[src/sv/bcmc_pkg.sv]
// Package for the battery charge mode controller: mode, source and off-reason
// codes, configuration register indexes, reset values and field widths.
// No dependencies.
`default_nettype none

package bcmc_pkg;

  // Field widths
  localparam int unsigned TEMP_W = 12;
  localparam int unsigned MV_W   = 14;
  localparam int unsigned CUR_W  = 23;
  localparam int unsigned PCT_W  = 7;
  localparam int unsigned SRC_W  = 2;
  localparam int unsigned TIME_W = 32;
  localparam int unsigned TMO_W  = 16;
  localparam int unsigned CFG_AW = 3;
  localparam int unsigned CFG_DW = 16;

  // Charge modes
  typedef enum logic [1:0] {
    MODE_OFF  = 2'd0,
    MODE_SLOW = 2'd1,
    MODE_FAST = 2'd2,
    MODE_BDIS = 2'd3
  } mode_t;

  // Applied mode is one bit wider so that reset can mean "nothing applied yet".
  localparam logic [2:0] APPLIED_NONE = 3'd7;

  // Charge source codes
  localparam logic [SRC_W-1:0] SRC_NONE = 2'd0;
  localparam logic [SRC_W-1:0] SRC_USB  = 2'd1;
  localparam logic [SRC_W-1:0] SRC_AC   = 2'd2;

  // Reasons for charging being off
  typedef enum logic [2:0] {
    REASON_NONE     = 3'd0,
    REASON_OVERTEMP = 3'd1,
    REASON_COOLDOWN = 3'd2,
    REASON_FULL     = 3'd3,
    REASON_TIMEOUT  = 3'd4
  } reason_t;

  // Configuration register indexes
  typedef enum logic [CFG_AW-1:0] {
    CFG_TEMP_CRITICAL    = 3'd0,
    CFG_TEMP_HOT         = 3'd1,
    CFG_TEMP_WARM        = 3'd2,
    CFG_HOT_MAX_MV       = 3'd3,
    CFG_HOT_MIN_MV       = 3'd4,
    CFG_DISABLE_MIN_MV   = 3'd5,
    CFG_FULL_PERCENT     = 3'd6,
    CFG_CHARGE_TIMEOUT_S = 3'd7
  } cfg_idx_t;

  // Configuration reset values
  localparam logic signed [TEMP_W-1:0] RST_TEMP_CRITICAL = 12'sd600;
  localparam logic signed [TEMP_W-1:0] RST_TEMP_HOT      = 12'sd500;
  localparam logic signed [TEMP_W-1:0] RST_TEMP_WARM     = 12'sd450;
  localparam logic [MV_W-1:0]          RST_HOT_MAX_MV    = 14'd4100;
  localparam logic [MV_W-1:0]          RST_HOT_MIN_MV    = 14'd3800;
  localparam logic [MV_W-1:0]          RST_DISABLE_MIN_MV = 14'd4100;
  localparam logic [PCT_W-1:0]         RST_FULL_PERCENT  = 7'd99;
  localparam logic [TMO_W-1:0]         RST_CHARGE_TIMEOUT = 16'd3600;

  // Current above which the battery counts as charging
  localparam logic signed [CUR_W-1:0] CHARGE_SEEN_UA = 23'sd1024;

endpackage

`default_nettype wire

[src/sv/bcmc_if.sv]
// Valid/ready channel interfaces for the charge mode controller: one for poll
// samples, one for results. Field widths come from bcmc_pkg.
`default_nettype none

interface bcmc_in_if
  import bcmc_pkg::*;
();
  logic                     valid;
  logic                     ready;
  logic signed [TEMP_W-1:0] temperature;
  logic [MV_W-1:0]          voltage_mv;
  logic signed [CUR_W-1:0]  bat_current;
  logic [PCT_W-1:0]         charge_percent;
  logic [SRC_W-1:0]         power_source;
  logic                     over_charge;
  logic [TIME_W-1:0]        now_seconds;

  modport source (
    output valid, temperature, voltage_mv, bat_current, charge_percent,
           power_source, over_charge, now_seconds,
    input  ready
  );
  modport sink (
    input  valid, temperature, voltage_mv, bat_current, charge_percent,
           power_source, over_charge, now_seconds,
    output ready
  );
endinterface

interface bcmc_out_if;
  logic       valid;
  logic       ready;
  logic [1:0] mode;
  logic       charger_on;
  logic       fast_current;
  logic       poke;
  logic       mode_changed;
  logic       full_reached;
  logic       cooling_down;
  logic [2:0] off_reason;

  modport source (
    output valid, mode, charger_on, fast_current, poke, mode_changed,
           full_reached, cooling_down, off_reason,
    input  ready
  );
  modport sink (
    input  valid, mode, charger_on, fast_current, poke, mode_changed,
           full_reached, cooling_down, off_reason,
    output ready
  );
endinterface

`default_nettype wire

[src/sv/battery_charge_mode_controller_top.sv]
// Top level of the battery charge mode controller.
// Depends on bcmc_pkg and the channel interfaces in bcmc_if.sv.
//
// Usage:
//   in_chan carries one poll sample per item (temperature, voltage, current,
//   state of charge, source, over-charge pin, time). out_chan returns exactly
//   one result item per sample: the chosen mode, the charger line levels,
//   poke and change flags, full and cooldown status, and the off reason.
//   The cfg_ port writes the eight threshold registers by index; write them
//   only while no sample is in flight.
//
//   A sample is captured in an input register; the mode decision is one
//   level of compare logic between that register and the result register,
//   so a result is loaded into the result register as its sample leaves the
//   input register. One sample is accepted every cycle while out_chan does
//   not stall; the state written by one sample is read by the next.
//
//   Reset clears the cooldown flag, marks no mode applied, clears the last
//   charging time, drives the enable line off and the fast line high, and
//   restores the threshold defaults. When out_chan stalls, the result is
//   held, one more sample waits in the input register, then in_chan.ready
//   drops until the result is taken.
`default_nettype none

module battery_charge_mode_controller_top
  import bcmc_pkg::*;
(
  input  wire logic              clk,
  input  wire logic              rst_n,
  bcmc_in_if.sink                in_chan,
  bcmc_out_if.source             out_chan,
  input  wire logic              cfg_we,
  input  wire logic [CFG_AW-1:0] cfg_index,
  input  wire logic [CFG_DW-1:0] cfg_wdata
);

  // Configuration registers
  logic signed [TEMP_W-1:0] temp_critical_r, temp_hot_r, temp_warm_r;
  logic [MV_W-1:0]          hot_max_mv_r, hot_min_mv_r, disable_min_mv_r;
  logic [PCT_W-1:0]         full_percent_r;
  logic [TMO_W-1:0]         charge_timeout_r;

  // Input register
  logic                     in_valid_r;
  logic signed [TEMP_W-1:0] temp_r;
  logic [MV_W-1:0]          volt_r;
  logic signed [CUR_W-1:0]  cur_r;
  logic [PCT_W-1:0]         pct_r;
  logic [SRC_W-1:0]         src_raw_r;
  logic                     ovp_r;
  logic [TIME_W-1:0]        now_r;

  // Controller state
  logic              cooldown_r, cooldown_nxt;
  logic [2:0]        applied_r, applied_nxt;
  logic [TIME_W-1:0] last_seen_r, last_seen_nxt;
  logic              enable_r, enable_nxt;
  logic              fast_r, fast_nxt;

  // Result register
  logic    out_valid_r;
  mode_t   mode_r, mode_nxt;
  logic    poke_r, poke_nxt;
  logic    changed_r, changed_nxt;
  logic    full_r, full_nxt;
  reason_t reason_r, reason_nxt;

  // Handshake
  logic in_accept, fire;
  assign fire      = in_valid_r && (!out_valid_r || out_chan.ready);
  assign in_accept = in_chan.valid && in_chan.ready;
  assign in_chan.ready = !in_valid_r || fire;

  // Configuration writes
  always_ff @(posedge clk) begin
    if (!rst_n) begin
      temp_critical_r  <= RST_TEMP_CRITICAL;
      temp_hot_r       <= RST_TEMP_HOT;
      temp_warm_r      <= RST_TEMP_WARM;
      hot_max_mv_r     <= RST_HOT_MAX_MV;
      hot_min_mv_r     <= RST_HOT_MIN_MV;
      disable_min_mv_r <= RST_DISABLE_MIN_MV;
      full_percent_r   <= RST_FULL_PERCENT;
      charge_timeout_r <= RST_CHARGE_TIMEOUT;
    end else if (cfg_we) begin
      unique case (cfg_idx_t'(cfg_index))
        CFG_TEMP_CRITICAL:    temp_critical_r  <= cfg_wdata[TEMP_W-1:0];
        CFG_TEMP_HOT:         temp_hot_r       <= cfg_wdata[TEMP_W-1:0];
        CFG_TEMP_WARM:        temp_warm_r      <= cfg_wdata[TEMP_W-1:0];
        CFG_HOT_MAX_MV:       hot_max_mv_r     <= cfg_wdata[MV_W-1:0];
        CFG_HOT_MIN_MV:       hot_min_mv_r     <= cfg_wdata[MV_W-1:0];
        CFG_DISABLE_MIN_MV:   disable_min_mv_r <= cfg_wdata[MV_W-1:0];
        CFG_FULL_PERCENT:     full_percent_r   <= cfg_wdata[PCT_W-1:0];
        CFG_CHARGE_TIMEOUT_S: charge_timeout_r <= cfg_wdata[TMO_W-1:0];
        default: ;
      endcase
    end
  end

  // Input register: payload loads on accept, valid tracks occupancy.
  always_ff @(posedge clk) begin
    if (!rst_n) begin
      in_valid_r <= 1'b0;
    end else if (in_accept) begin
      in_valid_r <= 1'b1;
    end else if (fire) begin
      in_valid_r <= 1'b0;
    end
  end

  always_ff @(posedge clk) begin
    if (in_accept) begin
      temp_r    <= in_chan.temperature;
      volt_r    <= in_chan.voltage_mv;
      cur_r     <= in_chan.bat_current;
      pct_r     <= in_chan.charge_percent;
      src_raw_r <= in_chan.power_source;
      ovp_r     <= in_chan.over_charge;
      now_r     <= in_chan.now_seconds;
    end
  end

  // Mode decision for the sample in the input register.
  logic [SRC_W-1:0]  src;
  logic              is_full, is_hot, is_crit, is_warm, cd_set;
  logic              charging, timeout_due, timed_out;
  logic [TIME_W-1:0] elapsed;
  mode_t             m;

  always_comb begin
    // An unused source code counts as no source.
    src = (src_raw_r == SRC_NONE || src_raw_r == SRC_USB || src_raw_r == SRC_AC)
          ? src_raw_r : SRC_NONE;
    m   = mode_t'(src);

    cooldown_nxt  = cooldown_r;
    last_seen_nxt = last_seen_r;
    enable_nxt    = enable_r;
    fast_nxt      = fast_r;
    applied_nxt   = applied_r;
    poke_nxt      = 1'b0;
    timed_out     = 1'b0;

    is_full = (pct_r >= full_percent_r);
    is_hot  = (temp_r >= temp_hot_r) || ovp_r;
    is_crit = (temp_r >= temp_critical_r);
    is_warm = (temp_r >= temp_warm_r);
    cd_set  = is_hot && (volt_r >= hot_max_mv_r);

    if (is_full) m = MODE_BDIS;
    if (is_hot && is_crit) m = MODE_BDIS;
    if (is_warm && m == MODE_FAST) m = MODE_SLOW;

    // Cooldown: armed when hot at max voltage, released on cooling or a drop.
    if (cooldown_r || cd_set) begin
      if (!is_warm || volt_r <= hot_min_mv_r) begin
        cooldown_nxt = 1'b0;
      end else begin
        cooldown_nxt = 1'b1;
        m = MODE_BDIS;
      end
    end

    // Charging timeout, with a poke for a charger in battery-disable mode.
    elapsed     = now_r - last_seen_r;
    charging    = (cur_r > CHARGE_SEEN_UA);
    timeout_due = (applied_r != {1'b0, MODE_OFF}) &&
                  (elapsed > {{(TIME_W-TMO_W){1'b0}}, charge_timeout_r});
    if (charging) begin
      last_seen_nxt = now_r;
    end else if (timeout_due) begin
      if (applied_r == {1'b0, MODE_BDIS}) begin
        last_seen_nxt = now_r;
        poke_nxt      = 1'b1;
        enable_nxt    = 1'b1;
        fast_nxt      = (src == SRC_AC);
      end else begin
        timed_out = 1'b1;
        m = MODE_OFF;
      end
    end

    if (src == SRC_NONE) m = MODE_OFF;
    if (m == MODE_BDIS && volt_r < disable_min_mv_r) m = MODE_OFF;

    // Drive the charger lines on a change of applied mode (a poke also drives them).
    changed_nxt = (applied_r != {1'b0, m});
    if (changed_nxt) begin
      applied_nxt = {1'b0, m};
      if (m == MODE_OFF) begin
        enable_nxt = 1'b0;
        fast_nxt   = 1'b0;
      end else begin
        last_seen_nxt = now_r;
        enable_nxt    = 1'b1;
        fast_nxt      = (m == MODE_BDIS) ? (src == SRC_AC) : (m == MODE_FAST);
      end
    end

    // Off reason, by priority.
    reason_nxt = REASON_NONE;
    if (m == MODE_OFF || m == MODE_BDIS) begin
      if (is_crit)                      reason_nxt = REASON_OVERTEMP;
      else if (cooldown_nxt)            reason_nxt = REASON_COOLDOWN;
      else if (is_full)                 reason_nxt = REASON_FULL;
      else if (m == MODE_OFF && timed_out) reason_nxt = REASON_TIMEOUT;
    end

    mode_nxt = m;
    full_nxt = is_full;
  end

  // State and result valid
  always_ff @(posedge clk) begin
    if (!rst_n) begin
      cooldown_r  <= 1'b0;
      applied_r   <= APPLIED_NONE;
      last_seen_r <= '0;
      enable_r    <= 1'b0;
      fast_r      <= 1'b1;
      out_valid_r <= 1'b0;
    end else begin
      if (fire) begin
        cooldown_r  <= cooldown_nxt;
        applied_r   <= applied_nxt;
        last_seen_r <= last_seen_nxt;
        enable_r    <= enable_nxt;
        fast_r      <= fast_nxt;
        out_valid_r <= 1'b1;
      end else if (out_chan.ready) begin
        out_valid_r <= 1'b0;
      end
    end
  end

  // Result payload
  always_ff @(posedge clk) begin
    if (fire) begin
      mode_r    <= mode_nxt;
      poke_r    <= poke_nxt;
      changed_r <= changed_nxt;
      full_r    <= full_nxt;
      reason_r  <= reason_nxt;
    end
  end

  assign out_chan.valid        = out_valid_r;
  assign out_chan.mode         = mode_r;
  assign out_chan.charger_on   = enable_r;
  assign out_chan.fast_current = fast_r;
  assign out_chan.poke         = poke_r;
  assign out_chan.mode_changed = changed_r;
  assign out_chan.full_reached = full_r;
  assign out_chan.cooling_down = cooldown_r;
  assign out_chan.off_reason   = reason_r;

  // A change to off always drops both charger lines.
  a_off_lines: assert property (@(posedge clk) disable iff (!rst_n)
    out_valid_r && changed_r && mode_r == MODE_OFF |-> !enable_r && !fast_r)
    else $error("charger lines not dropped on change to off");

  // An off reason is reported only for off or battery-disable.
  a_reason_mode: assert property (@(posedge clk) disable iff (!rst_n)
    out_valid_r && reason_r != REASON_NONE |-> mode_r == MODE_OFF || mode_r == MODE_BDIS)
    else $error("off reason given for a charging mode");

  // A result always records the mode it applied.
  a_applied: assert property (@(posedge clk) disable iff (!rst_n)
    out_valid_r |-> applied_r == {1'b0, mode_r})
    else $error("applied mode differs from reported mode");

  // The first sample after reset always reports a mode change.
  a_first_change: assert property (@(posedge clk) disable iff (!rst_n)
    fire && applied_r == APPLIED_NONE |=> changed_r)
    else $error("first sample did not report a mode change");

endmodule

`default_nettype wire
[src/flat_wrapper.sv]
// flat-port wrapper written by rule: the top's interface ports become plain ports
module battery_charge_mode_controller_top_flat import bcmc_pkg::*;
  (clk, rst_n, cfg_we, cfg_index, cfg_wdata, in_chan_valid, in_chan_temperature, in_chan_voltage_mv, in_chan_bat_current, in_chan_charge_percent, in_chan_power_source, in_chan_over_charge, in_chan_now_seconds, in_chan_ready, out_chan_valid, out_chan_mode, out_chan_charger_on, out_chan_fast_current, out_chan_poke, out_chan_mode_changed, out_chan_full_reached, out_chan_cooling_down, out_chan_off_reason, out_chan_ready);
  bcmc_in_if in_chan_i ();
  bcmc_out_if out_chan_i ();
  input  wire logic clk;
  input  wire logic rst_n;
  input  wire logic cfg_we;
  input  wire logic [CFG_AW-1:0] cfg_index;
  input  wire logic [CFG_DW-1:0] cfg_wdata;
  input wire logic [$bits(in_chan_i.valid)-1:0] in_chan_valid;
  input wire logic [$bits(in_chan_i.temperature)-1:0] in_chan_temperature;
  input wire logic [$bits(in_chan_i.voltage_mv)-1:0] in_chan_voltage_mv;
  input wire logic [$bits(in_chan_i.bat_current)-1:0] in_chan_bat_current;
  input wire logic [$bits(in_chan_i.charge_percent)-1:0] in_chan_charge_percent;
  input wire logic [$bits(in_chan_i.power_source)-1:0] in_chan_power_source;
  input wire logic [$bits(in_chan_i.over_charge)-1:0] in_chan_over_charge;
  input wire logic [$bits(in_chan_i.now_seconds)-1:0] in_chan_now_seconds;
  output wire logic [$bits(in_chan_i.ready)-1:0] in_chan_ready;
  output wire logic [$bits(out_chan_i.valid)-1:0] out_chan_valid;
  output wire logic [$bits(out_chan_i.mode)-1:0] out_chan_mode;
  output wire logic [$bits(out_chan_i.charger_on)-1:0] out_chan_charger_on;
  output wire logic [$bits(out_chan_i.fast_current)-1:0] out_chan_fast_current;
  output wire logic [$bits(out_chan_i.poke)-1:0] out_chan_poke;
  output wire logic [$bits(out_chan_i.mode_changed)-1:0] out_chan_mode_changed;
  output wire logic [$bits(out_chan_i.full_reached)-1:0] out_chan_full_reached;
  output wire logic [$bits(out_chan_i.cooling_down)-1:0] out_chan_cooling_down;
  output wire logic [$bits(out_chan_i.off_reason)-1:0] out_chan_off_reason;
  input wire logic [$bits(out_chan_i.ready)-1:0] out_chan_ready;
  assign in_chan_i.valid = in_chan_valid;
  assign in_chan_i.temperature = in_chan_temperature;
  assign in_chan_i.voltage_mv = in_chan_voltage_mv;
  assign in_chan_i.bat_current = in_chan_bat_current;
  assign in_chan_i.charge_percent = in_chan_charge_percent;
  assign in_chan_i.power_source = in_chan_power_source;
  assign in_chan_i.over_charge = in_chan_over_charge;
  assign in_chan_i.now_seconds = in_chan_now_seconds;
  assign in_chan_ready = in_chan_i.ready;
  assign out_chan_valid = out_chan_i.valid;
  assign out_chan_mode = out_chan_i.mode;
  assign out_chan_charger_on = out_chan_i.charger_on;
  assign out_chan_fast_current = out_chan_i.fast_current;
  assign out_chan_poke = out_chan_i.poke;
  assign out_chan_mode_changed = out_chan_i.mode_changed;
  assign out_chan_full_reached = out_chan_i.full_reached;
  assign out_chan_cooling_down = out_chan_i.cooling_down;
  assign out_chan_off_reason = out_chan_i.off_reason;
  assign out_chan_i.ready = out_chan_ready;
  battery_charge_mode_controller_top u_core (.clk(clk), .rst_n(rst_n), .in_chan(in_chan_i), .out_chan(out_chan_i), .cfg_we(cfg_we), .cfg_index(cfg_index), .cfg_wdata(cfg_wdata));
endmodule
[config.mk]
export PLATFORM = sky130hd
export DESIGN_NAME = battery_charge_mode_controller_top_flat
export DESIGN_NICKNAME = d
export VERILOG_FILES = /design/src/sv/bcmc_pkg.sv /design/src/sv/bcmc_if.sv /design/src/sv/battery_charge_mode_controller_top.sv /design/src/flat_wrapper.sv
export SDC_FILE = /design/constraint.sdc
export NUM_CORES = 1
export LEC_CHECK = 0
export ABC_CLOCK_PERIOD_IN_PS = 7400
export BUFFER_PORTS_ARGS = -buffer_cell sky130_fd_sc_hd__buf_2
export CAP_MARGIN = 20
export CORE_ASPECT_RATIO = 0.75
export CORE_MARGIN = 10
export CORE_UTILIZATION = 45
export CTS_BUF_LIST = sky130_fd_sc_hd__clkbuf_2
export DETAILED_ROUTE_END_ITERATION = 12
export PLACE_DENSITY = 0.6
export SKIP_CTS_REPAIR_TIMING = 1
export SLEW_MARGIN = 20
export SYNTH_ARGS = -nofsm -noshare
export SYNTH_HDL_FRONTEND = slang
export SYNTH_SLANG_ARGS = --single-unit
[constraint.sdc]
create_clock -name clk -period 7.4 [get_ports clk]
set_input_delay 0.37 -clock clk [delete_from_list [all_inputs] [get_ports clk]]
set_output_delay 0.37 -clock clk [all_outputs]
set_load 0.005 [all_outputs]
* Yosys cells after proc, flatten, opt, wreduce, memory -nomap -nowiden *
Cells that the tools add are included.

storage, ports and cells
  bits in registers = 240
  bits in latches = 0
  memory bits (writable) = 0
  bits in read-only memories = 0
  input port bits = 115
  output and inout port bits = 13
  logic and storage cells = 140
  memories = 0

cells by class
  add/sub/neg operators = 1
  multipliers = 0
  div/mod/pow operators = 0
  $lt $le $gt $ge = 9
  eq/ne operators = 17
  shift-type cells = 0
  mux-type cells = 41
  bitwise logic cells = 2
  reduce and logical (&&, ||, !) cells = 41

operators by type and width
  operator                                                                 number
  32-bit two-way mux                                                       5
  12-bit greater-or-equal comparator                                       3
  32-bit by 16-bit > comparator with 1-bit output                          1
  32-bit subtractor                                                        1
  2-bit two-way mux                                                        13
  23-bit by 12-bit > comparator with 1-bit output (second input constant)  1
  1-bit two-way mux                                                        22
  2-bit AND reduction                                                      9
  14-bit greater-or-equal comparator                                       1
  14-bit <= comparator                                                     1
  14-bit < comparator                                                      1
  2-bit equality test (second input constant)                              6
  3-bit equality test (second input constant)                              4
  3-bit by 2-bit equality test with 1-bit output (second input constant)   3
  1-bit logical AND                                                        8
  1-bit logical OR                                                         8
  2-bit nonzero test                                                       4
  7-bit greater-or-equal comparator                                        1
  2-bit logical NOT                                                        3
  4-bit AND reduction                                                      1
  2-bit OR reduction                                                       2
  4-bit OR reduction                                                       1
  3-bit by 1-bit equality test with 1-bit output (second input constant)   1
  1-bit logical NOT                                                        3
  7 further kinds                                                          8

* Depth between registers and ports, before layout *
Gate-level depths: netlist (run 1).

  depth in word-level cells = 24
  mapped depth = 25

* Worst setup path before layout (run 1) *
Ideal clock, no wire load.

  path kind = register -> register
  start point = register u_core.now_r[1]
  end point = register u_core.last_seen_r[10]
  data arrival time = 5353 ps
  required time = 7328 ps
  path slack = 1975 ps
  stages on the path, launching flop included = 24
  path buffers = 1
  path through = edfxtp_1 > ha_1 > nor2b_1 > o2111ai_1 > a211oi_1 > nor2_1 > o21ai_0 > xor2_1 > ha_1 > nand4_1 > nor4_1 > a21boi_1 > o41a_1 > a311oi_1 > nand4_1 > or4_4 > nor3b_2 > nand2b_1 > o211a_1 > inv_1 > ha_1 > o31ai_4 > buf_8 > mux2i_1

between the ends
  longest elaborated chain between the ends = 12
  elaborated cells on any way between the ends = 15
  classes of those cells = 1 x add/sub; 1 x order compare; 2 x eq/ne; 8 x mux; 3 x reduce/logical

RTL lines
  element                                            line                                       source
  start, declared                                    battery_charge_mode_controller_top.sv:51   logic [TIME_W-1:0] now_r;
  start signal, assigned                             battery_charge_mode_controller_top.sv:119  now_r <= in_chan.now_seconds;
  32-bit subtractor *                                battery_charge_mode_controller_top.sv:165  elapsed = now_r - last_seen_r;
  32-bit by 16-bit > comparator with 1-bit output *  battery_charge_mode_controller_top.sv:168  (elapsed > {{(TIME_W-TMO_W){1'b0}}, charge_timeout_r});
  1-bit logical AND *                                battery_charge_mode_controller_top.sv:167  timeout_due = (applied_r != {1'b0, MODE_OFF}) &&
  2-bit two-way mux *                                battery_charge_mode_controller_top.sv:171  end else if (timeout_due) begin
  2-bit two-way mux *                                battery_charge_mode_controller_top.sv:169  if (charging) begin
  2-bit two-way mux *                                battery_charge_mode_controller_top.sv:183  if (src == SRC_NONE) m = MODE_OFF;
  2-bit equality test                                battery_charge_mode_controller_top.sv:184  if (m == MODE_BDIS && volt_r < disable_min_mv_r) m = MODE_OFF;
  1-bit logical AND                                  battery_charge_mode_controller_top.sv:184
  2-bit two-way mux *                                battery_charge_mode_controller_top.sv:184
  via u_core.m[0]                                    battery_charge_mode_controller_top.sv:128  mode_t m;
  2-bit logical NOT                                  battery_charge_mode_controller_top.sv:190  if (m == MODE_OFF) begin
  32-bit two-way mux                                 battery_charge_mode_controller_top.sv:190
  32-bit two-way mux *                               battery_charge_mode_controller_top.sv:188  if (changed_nxt) begin
  end signal, assigned                               battery_charge_mode_controller_top.sv:226  last_seen_r <= last_seen_nxt;
  end, declared                                      battery_charge_mode_controller_top.sv:56   logic [TIME_W-1:0] last_seen_r, last_seen_nxt;

Mark *: on every way through the listed nets, which the timed path passes. The rest lies on a longest branch.
A chain may end at the register's enable or synchronous reset.

* Final worst setup path (run 1) *
  start point = register u_core.last_seen_r[1]
  end point = register u_core.last_seen_r[29]

between the ends
  longest elaborated chain between the ends = 12
  elaborated cells on any way between the ends = 15
  classes of those cells = 1 x add/sub; 1 x order compare; 2 x eq/ne; 8 x mux; 3 x reduce/logical

RTL lines
  element                                            line
  32-bit subtractor *                                battery_charge_mode_controller_top.sv:165
  32-bit by 16-bit > comparator with 1-bit output *  battery_charge_mode_controller_top.sv:168
  1-bit logical AND *                                battery_charge_mode_controller_top.sv:167
  2-bit two-way mux *                                battery_charge_mode_controller_top.sv:171
  2-bit two-way mux *                                battery_charge_mode_controller_top.sv:169
  2-bit two-way mux *                                battery_charge_mode_controller_top.sv:183
  2-bit equality test                                battery_charge_mode_controller_top.sv:184
  1-bit logical AND                                  battery_charge_mode_controller_top.sv:184
  2-bit two-way mux *                                battery_charge_mode_controller_top.sv:184
  via u_core.m[0]                                    battery_charge_mode_controller_top.sv:128
  2-bit logical NOT                                  battery_charge_mode_controller_top.sv:190
  32-bit two-way mux                                 battery_charge_mode_controller_top.sv:190
  32-bit two-way mux *                               battery_charge_mode_controller_top.sv:188

Marks and branches as above.

==> metrics.txt, run 1 <==
share of the synthesized area in the top cell type=0.222; overall global routing resource usage=0.196; Post-synth ARST share=0; drt drc=0; unrepaired setup endpoints after global routing=false; I/O pin total=128; crit end category=flip-flop; clk_lat worst skew=0.95 ns; Layout Nets=1977; number of global-route vias before repair=10.9k; first-pass GRT wire length=58100 µm; die area=37100 µm²; met3 WL=2860 µm; # setup viols final=0; core area=29200 µm²; leading area contributor after synthesis=edfxtp_1; WL/cell=17.4 µm; PortBufs=127; gr ovfl total=0; CTS tree=built; Synth cell types=89; Initial Util=0.459; most used cell, CP=ha_1; Layout Skew=0.0899 ns; highest routed layer=met4; relative slew slack=0.441; most frequent cells in the layout=nand2_1 (293), inv_1 (148), dfxtp_1 (141); largest net degree at the start of global routing=72; metal2 WL=15800 µm; placed cell area=14300 µm²; Finished Layout Cells=2168; H-tree Lvls=2; status=complete, no violations; CP cell instances=inv_1 > ha_1 > nor2b_1 > o2111ai_1 > a211oi_1 > nor2_1 > o21ai_0 > xor2_1 > ha_1 > nand4_1 > nor4_1 > a21boi_1 > o41a_1 > a311oi_1 > nand4_1 > or4_4 > nor3b_2 > nand2b_1 > o211a_1 > inv_1 > ha_1 > o31ai_4 > buf_4 > mux2i_1; Die Y=169 µm; Post-DRT Antenna Nets=0; Syn Nets=1721; initial antenna violation count=1; Primary FF master, synth=dfxtp_1; Synth area leaders=edfxtp_1 (22%), dfxtp_1 (21%), ha_1 (13%); flop-to-flop setup slack=0.93 ns; Avg Cell Area, Syn=9.11 µm²; Die Span X=219 µm; fraction of layout cells with a size suffix above 1=0.151; Arr. time, crit path=7.27 ns; Clock Tree Root=clkbuf_2; Netlist Area Pre-Place=13400 µm²; Clock transition at path regs=0.12 ns; routed vias/inst=5.25; Max Freq=154 MHz; RD Place Congestion=0.983; P&R area growth vs syn=19.8%; period utilization=0.875; Finished Cell Area=16000 µm²; clk sink count=240; crit start category=flip-flop; post-DP HPWL=26800 µm; Worst Hold Class=in2reg; Worst Path Required=8.19 ns; Total Wirelength=37700 µm; power per cell area=190 nW/µm²; Max VDD drop=0.000150 V; post-route minimum period=6.47 ns; placed cell count=1941; synthesized netlist cell count=1470; Worst Max-Slew Pin Slew=0.817 ns; max-cap violation count=0; Synth warnings=0; Lkg Pwr=6.52 nW; Power Total=3.05 mW; Critical-path top delay cell=buf_4; Slew Viols, Final=0; Worst path max stage delay=0.57 ns; sequential area share after synthesis=0.433; commonest non-fill, non-tap cell in the layout=nand2_1; Met1 Wirelength=18300 µm; CP Class=reg2reg; via count=11.4k; Post-synth EDFFs=99; TNS Setup=0 ns; Synth Register Bits=240; clock buffer depth=3; row cnt=54; Final Hold Viols=0; Critical Path Fanout Max=32; CTS Buf Count=60; Starting DRT DRC Count=891; DRT Pass-1 Iters=5
[area by class of cell]
| type | count | area (µm²) |
|---|---|---|
| fill | 2729 | 13100 |
| multi-input combinational | 1024 | 6770 |
| sequential | 240 | 5800 |
| timing repair buffer | 251 | 1860 |
| inverter | 149 | 559 |
| tap | 392 | 490 |
| clock buffer | 94 | 470 |
| clock inverter | 17 | 95.1 |
| antenna | 1 | 2.50 |
[path summary, 6_finish.rpt]
path | start | end | cells after the start
worst max-delay path | u_core.last_seen_r[1] | u_core.last_seen_r[29] | 24
worst min-delay path | in_chan_voltage_mv[6] | u_core.volt_r[6] | 2
worst max register to register | u_core.last_seen_r[1] | u_core.last_seen_r[29] | 24
worst min register to register | u_core.temp_warm_r[3] | u_core.temp_warm_r[3] | 2
[power breakdown]
part           internal, mW  switching, mW  leakage, nW
registers              1.44         0.0379         2.11
clock network         0.371          0.558        0.439
logic                 0.267          0.369         3.97
total                  2.08          0.965         6.52
[flip-flops by register name, indices dropped and copies added, names as in the netlist, 2 cells and up]
signal                      flops
u_core.applied_r                3
u_core.charge_timeout_r        16
u_core.cur_r                   23
u_core.disable_min_mv_r        14
u_core.full_percent_r           7
u_core.hot_max_mv_r            14
u_core.hot_min_mv_r            14
u_core.last_seen_r             32
u_core.now_r                   32
u_core.out_chan.mode            2
u_core.out_chan.off_reason      3
u_core.pct_r                    7
u_core.src_raw_r                2
u_core.temp_critical_r         12
u_core.temp_hot_r              12
u_core.temp_r                  12
u_core.temp_warm_r             12
u_core.volt_r                  14
[metrics by stage]
stage / util / hold WS [ns] / setup WS (ns)
4_1_cts: 0.510 / -0.499 / 0.960
5_1_grt: 0.550 / 0.0523 / 0.448
3_3_place_gp: 0.491 / 0.442 / 1.26
6_report: 0.550 / 0.117 / 0.925
2_1_floorplan: - / 0.435 / 1.98
3_5_place_dp: 0.491 / 0.446 / 1.05
[Yosys cell counts, drive strengths merged, types with 4 or more instances]
library cell,n
nand2b,15
a2111oi,6
xnor2,15
nor2,72
o31ai,9
a211oi,18
nor4,5
mux2i,37
o211a,5
o22ai,6
buf,15
nor3,17
inv,149
edfxtp,99
ha,135
nand3,21
dfxtp,141
o21bai,4
o21ai,48
nand2,293
o211ai,41
clkbuf,42
a21o,17
nand4,21
a21oi,123
o2111ai,8
and2,6
and4,5
o21a,17
nor2b,11
[worst max-delay path: cells and delay by family, from the launching register on]
kind	cells	cell delay [ns]
and+or+nand+nor	8	1.71
muxes	1	0.26
buffers and inverters	3	0.70
DFF	1	0.40
adders and majority gates	3	0.78
AOI/OAI and AO/OA	8	2.28
xor gates and xnor gates	1	0.18
[logic make-up after synthesis]
group,after synthesis,share of synthesized area
adders and majority gates,136,0.128
buffers and inverters,206,0.0624
AOI/OAI and AO/OA,346,0.176
DFF,240,0.433
muxes,38,0.0285
xor gates and xnor gates,18,0.0118
and+or+nand+nor,486,0.161
[per-layer routing]
layer	vias to the layer above	global-route usage
met1	5236	0.279
met3	57	0.0545
met4	0	0.0655
met2	351	0.279
met5	-	0
li1	5734	-
Note: power is estimated with default switching activity, not from simulation.
==> run 2, diff against run 1 <==
--- a/config.mk
+++ b/config.mk
@@ -13,7 +13,9 @@
 export CORE_UTILIZATION = 45
 export CTS_BUF_LIST = sky130_fd_sc_hd__clkbuf_2
 export DETAILED_ROUTE_END_ITERATION = 12
+export MAX_ROUTING_LAYER = met4
 export PLACE_DENSITY = 0.6
+export SETUP_SLACK_MARGIN = 0.05
 export SKIP_CTS_REPAIR_TIMING = 1
 export SLEW_MARGIN = 20
 export SYNTH_ARGS = -nofsm -noshare
==> run 2 against run 1 <==
Sequential share of layout area grew 0.062 points. Cell count is the same. Clock-buffer cell count grew 2. Critical endpoint is now u_core.last_seen_r[17]. Highest routed layer unchanged.
==> metrics.txt, run 2 (same netlist as run 1, synthesis figures left out) <==
drt drc=0 (unchanged); unrepaired setup endpoints after global routing=false (unchanged); first-pass GRT wire length=57500 µm (was 58100 µm); via count=11.4k (about the same); RD Place Congestion=0.973 (was 0.983); Die Span X=219 µm (unchanged); Final Util=0.549 (was 0.550); Clock Tree Root=clkbuf_2 (unchanged); die area=37100 µm² (unchanged); routed vias/inst=5.26 (was 5.25); Total Wirelength=37800 µm (was 37700 µm); max-cap violation count=0 (unchanged); TNS Setup=0 ns (unchanged); Critical Path Fanout Max=32 (unchanged); Finished Cell Area=16000 µm² (about the same); fillers=2751 (was 2729); post-DP HPWL=26500 µm (was 26800 µm); Worst Hold Class=in2reg (unchanged); row cnt=54 (unchanged); commonest non-fill, non-tap cell in the layout=nand2_1 (unchanged); # setup viols final=0 (unchanged); overall global routing resource usage=0.199 (was 0.196); CP Class=reg2reg (unchanged); crit end category=flip-flop (unchanged); Slew Viols, Final=0 (unchanged); Worst Path Buf+Inv=3 (unchanged); largest net degree at the start of global routing=92 (was 72); gr ovfl total=0 (unchanged); Max VDD drop=0.000156 V (was 0.000150 V); Power Total=3.03 mW (was 3.05 mW); Worst path max stage delay=0.51 ns (was 0.57 ns); P&R area growth vs syn=19.5% (was 19.8%); number of global-route vias before repair=10.6k (was 10.9k); clk_lat worst skew=0.98 ns (was 0.95 ns); CTS Buf Count=61 (was 60); relative slew slack=0.353 (was 0.441); Critical-path top delay cell=buf_4 (unchanged); I/O pin total=128 (unchanged); Final Hold Viols=0 (unchanged); Post-DRT Antenna Nets=0 (unchanged); status=complete, no violations (unchanged); fraction of layout cells with a size suffix above 1=0.153 (was 0.151); Arr. time, crit path=7.23 ns (was 7.27 ns); post-route minimum period=6.46 ns (was 6.47 ns); most used cell, CP=ha_1 (unchanged); area of the multi-input gates=6770 µm² (unchanged); PortBufs=127 (unchanged); slack of the critical path=0.937 ns (was 0.925 ns); Layout Skew=0.150 ns (was 0.0899 ns); Lkg Pwr=6.51 nW (was 6.52 nW); clock buffer depth=3 (unchanged); DRT Pass-1 Iters=5 (unchanged); CP delay by family, top=compound AO/OA/AOI/OAI gates (unchanged); pre-CTS WS=1.03 ns (was 1.05 ns); Top Registers=u_core.last_seen_r: 32 flops, u_core.now_r: 32 flops, u_core.cur_r: 23 flops (unchanged); most frequent cells in the layout=nand2_1 (293), inv_1 (148), dfxtp_1 (141) (unchanged); Layout Nets=1977 (unchanged); CTS tree=built (unchanged); core area=29200 µm² (unchanged); power per cell area=189 nW/µm² (was 190 nW/µm²); placed cell area=14300 µm² (unchanged); initial antenna violation count=1 (unchanged); Initial Util=0.459 (unchanged); Max Freq=155 MHz (was 154 MHz); crit start category=flip-flop (unchanged); H-tree Lvls=2 (unchanged); clk sink count=240 (unchanged); Clock transition at path regs=0.11 ns (was 0.12 ns); CP cell instances=inv_1 > ha_1 > nor2b_1 > o2111ai_1 > a211oi_1 > nor2_1 > o21ai_0 > xor2_1 > ha_1 > nand4_1 > nor4_1 > a21boi_1 > o41a_1 > a311oi_1 > nand4_1 > or4_4 > nor3b_2 > nand2b_1 > o211a_1 > inv_1 > ha_1 > o31ai_4 > buf_4 > mux2i_1 (unchanged); Sequential Area=5800 µm² (unchanged); Die Y=169 µm (unchanged); Worst Path Required=8.17 ns (was 8.19 ns); WL/cell=17.5 µm (was 17.4 µm); period utilization=0.873 (was 0.875); Starting DRT DRC Count=791 (was 891); Worst Max-Slew Pin Slew=0.971 ns (was 0.817 ns)
[run 2: cell types whose count changed in the layout (fill, tap and decap cells not counted), sizes merged]
cell         before  now
clkinv           16   13
dlygate4sd3     115  114
bufinv            1    0
clkbuf           94   96
clkinvlp          0    1
inv             149  151
[run 2: metrics by stage]
| stage | cells | hold slack (ns) |
|---|---|---|
| floorplan | 1470 | 0.435 |
| global placement | 1941 | 0.442 |
| detailed placement | 1941 | 0.447 |
| CTS | 2053 | -0.530 |
| global route | 2168 | 0.0172 |
| finish | 2168 | 0.0335 |
[run 2: worst paths after layout]
| kind | start | end | slack [ns] | depth (start not counted) |
|---|---|---|---|---|
| setup / recovery | u_core.last_seen_r[1] | u_core.last_seen_r[17] | 0.94 | 24 |
| hold / removal | cfg_index[1] | u_core.full_percent_r[2] | 0.03 | 4 |
| setup reg to reg | u_core.last_seen_r[1] | u_core.last_seen_r[17] | 0.94 | 24 |
| hold reg to reg | u_core.temp_warm_r[10] | u_core.temp_warm_r[10] | 0.46 | 2 |
[run 2: layer usage]
metal | share of wire | track usage | vias to the layer above | routed length (µm)
li1 | - | - | 5748 | -
met1 | 0.50 | 0.277 | 5287 | 18800
met2 | 0.42 | 0.278 | 318 | 15900
met3 | 0.067 | 0.0518 | 53 | 2540
met4 | 0.017 | 0.0520 | 0 | 625
met5 | 0 | - | - | 0
[run 2: area by class of cell]
cell class	count	share of cell area
Antenna cell	1	0.000156
Sequential cell	240	0.362
Multi-Input combinational cell	1024	0.423
Timing Repair Buffer	250	0.115
Clock buffer	96	0.0300
Clock inverter	16	0.00422
Inverter	149	0.0349
Tap cell	392	0.0306
[run 2: power breakdown]
group / total (mW) / leakage (nW) / switching, mW / internal, mW
clock: 0.910 / 0.435 / 0.566 / 0.344
sequential: 1.48 / 2.11 / 0.0393 / 1.44
combinational: 0.637 / 3.97 / 0.370 / 0.267
[run 2: worst reg2reg max path: stages, from the launching register on]
cell and delay (ns):
dfxtp_1 0.40, inv_1 0.06, ha_1 0.27, nor2b_1 0.17
o2111ai_1 0.25, a211oi_1 0.48, nor2_1 0.16, o21ai_0 0.22
xor2_1 0.17, ha_1 0.26, nand4_1 0.14, nor4_1 0.09
a21boi_1 0.13, o41a_1 0.43, a311oi_1 0.32, nand4_1 0.13
or4_4 0.50, nor3b_2 0.26, nand2b_1 0.27, o211a_1 0.22
inv_1 0.07, ha_1 0.27, o31ai_4 0.25, buf_4 0.51
mux2i_1 0.30
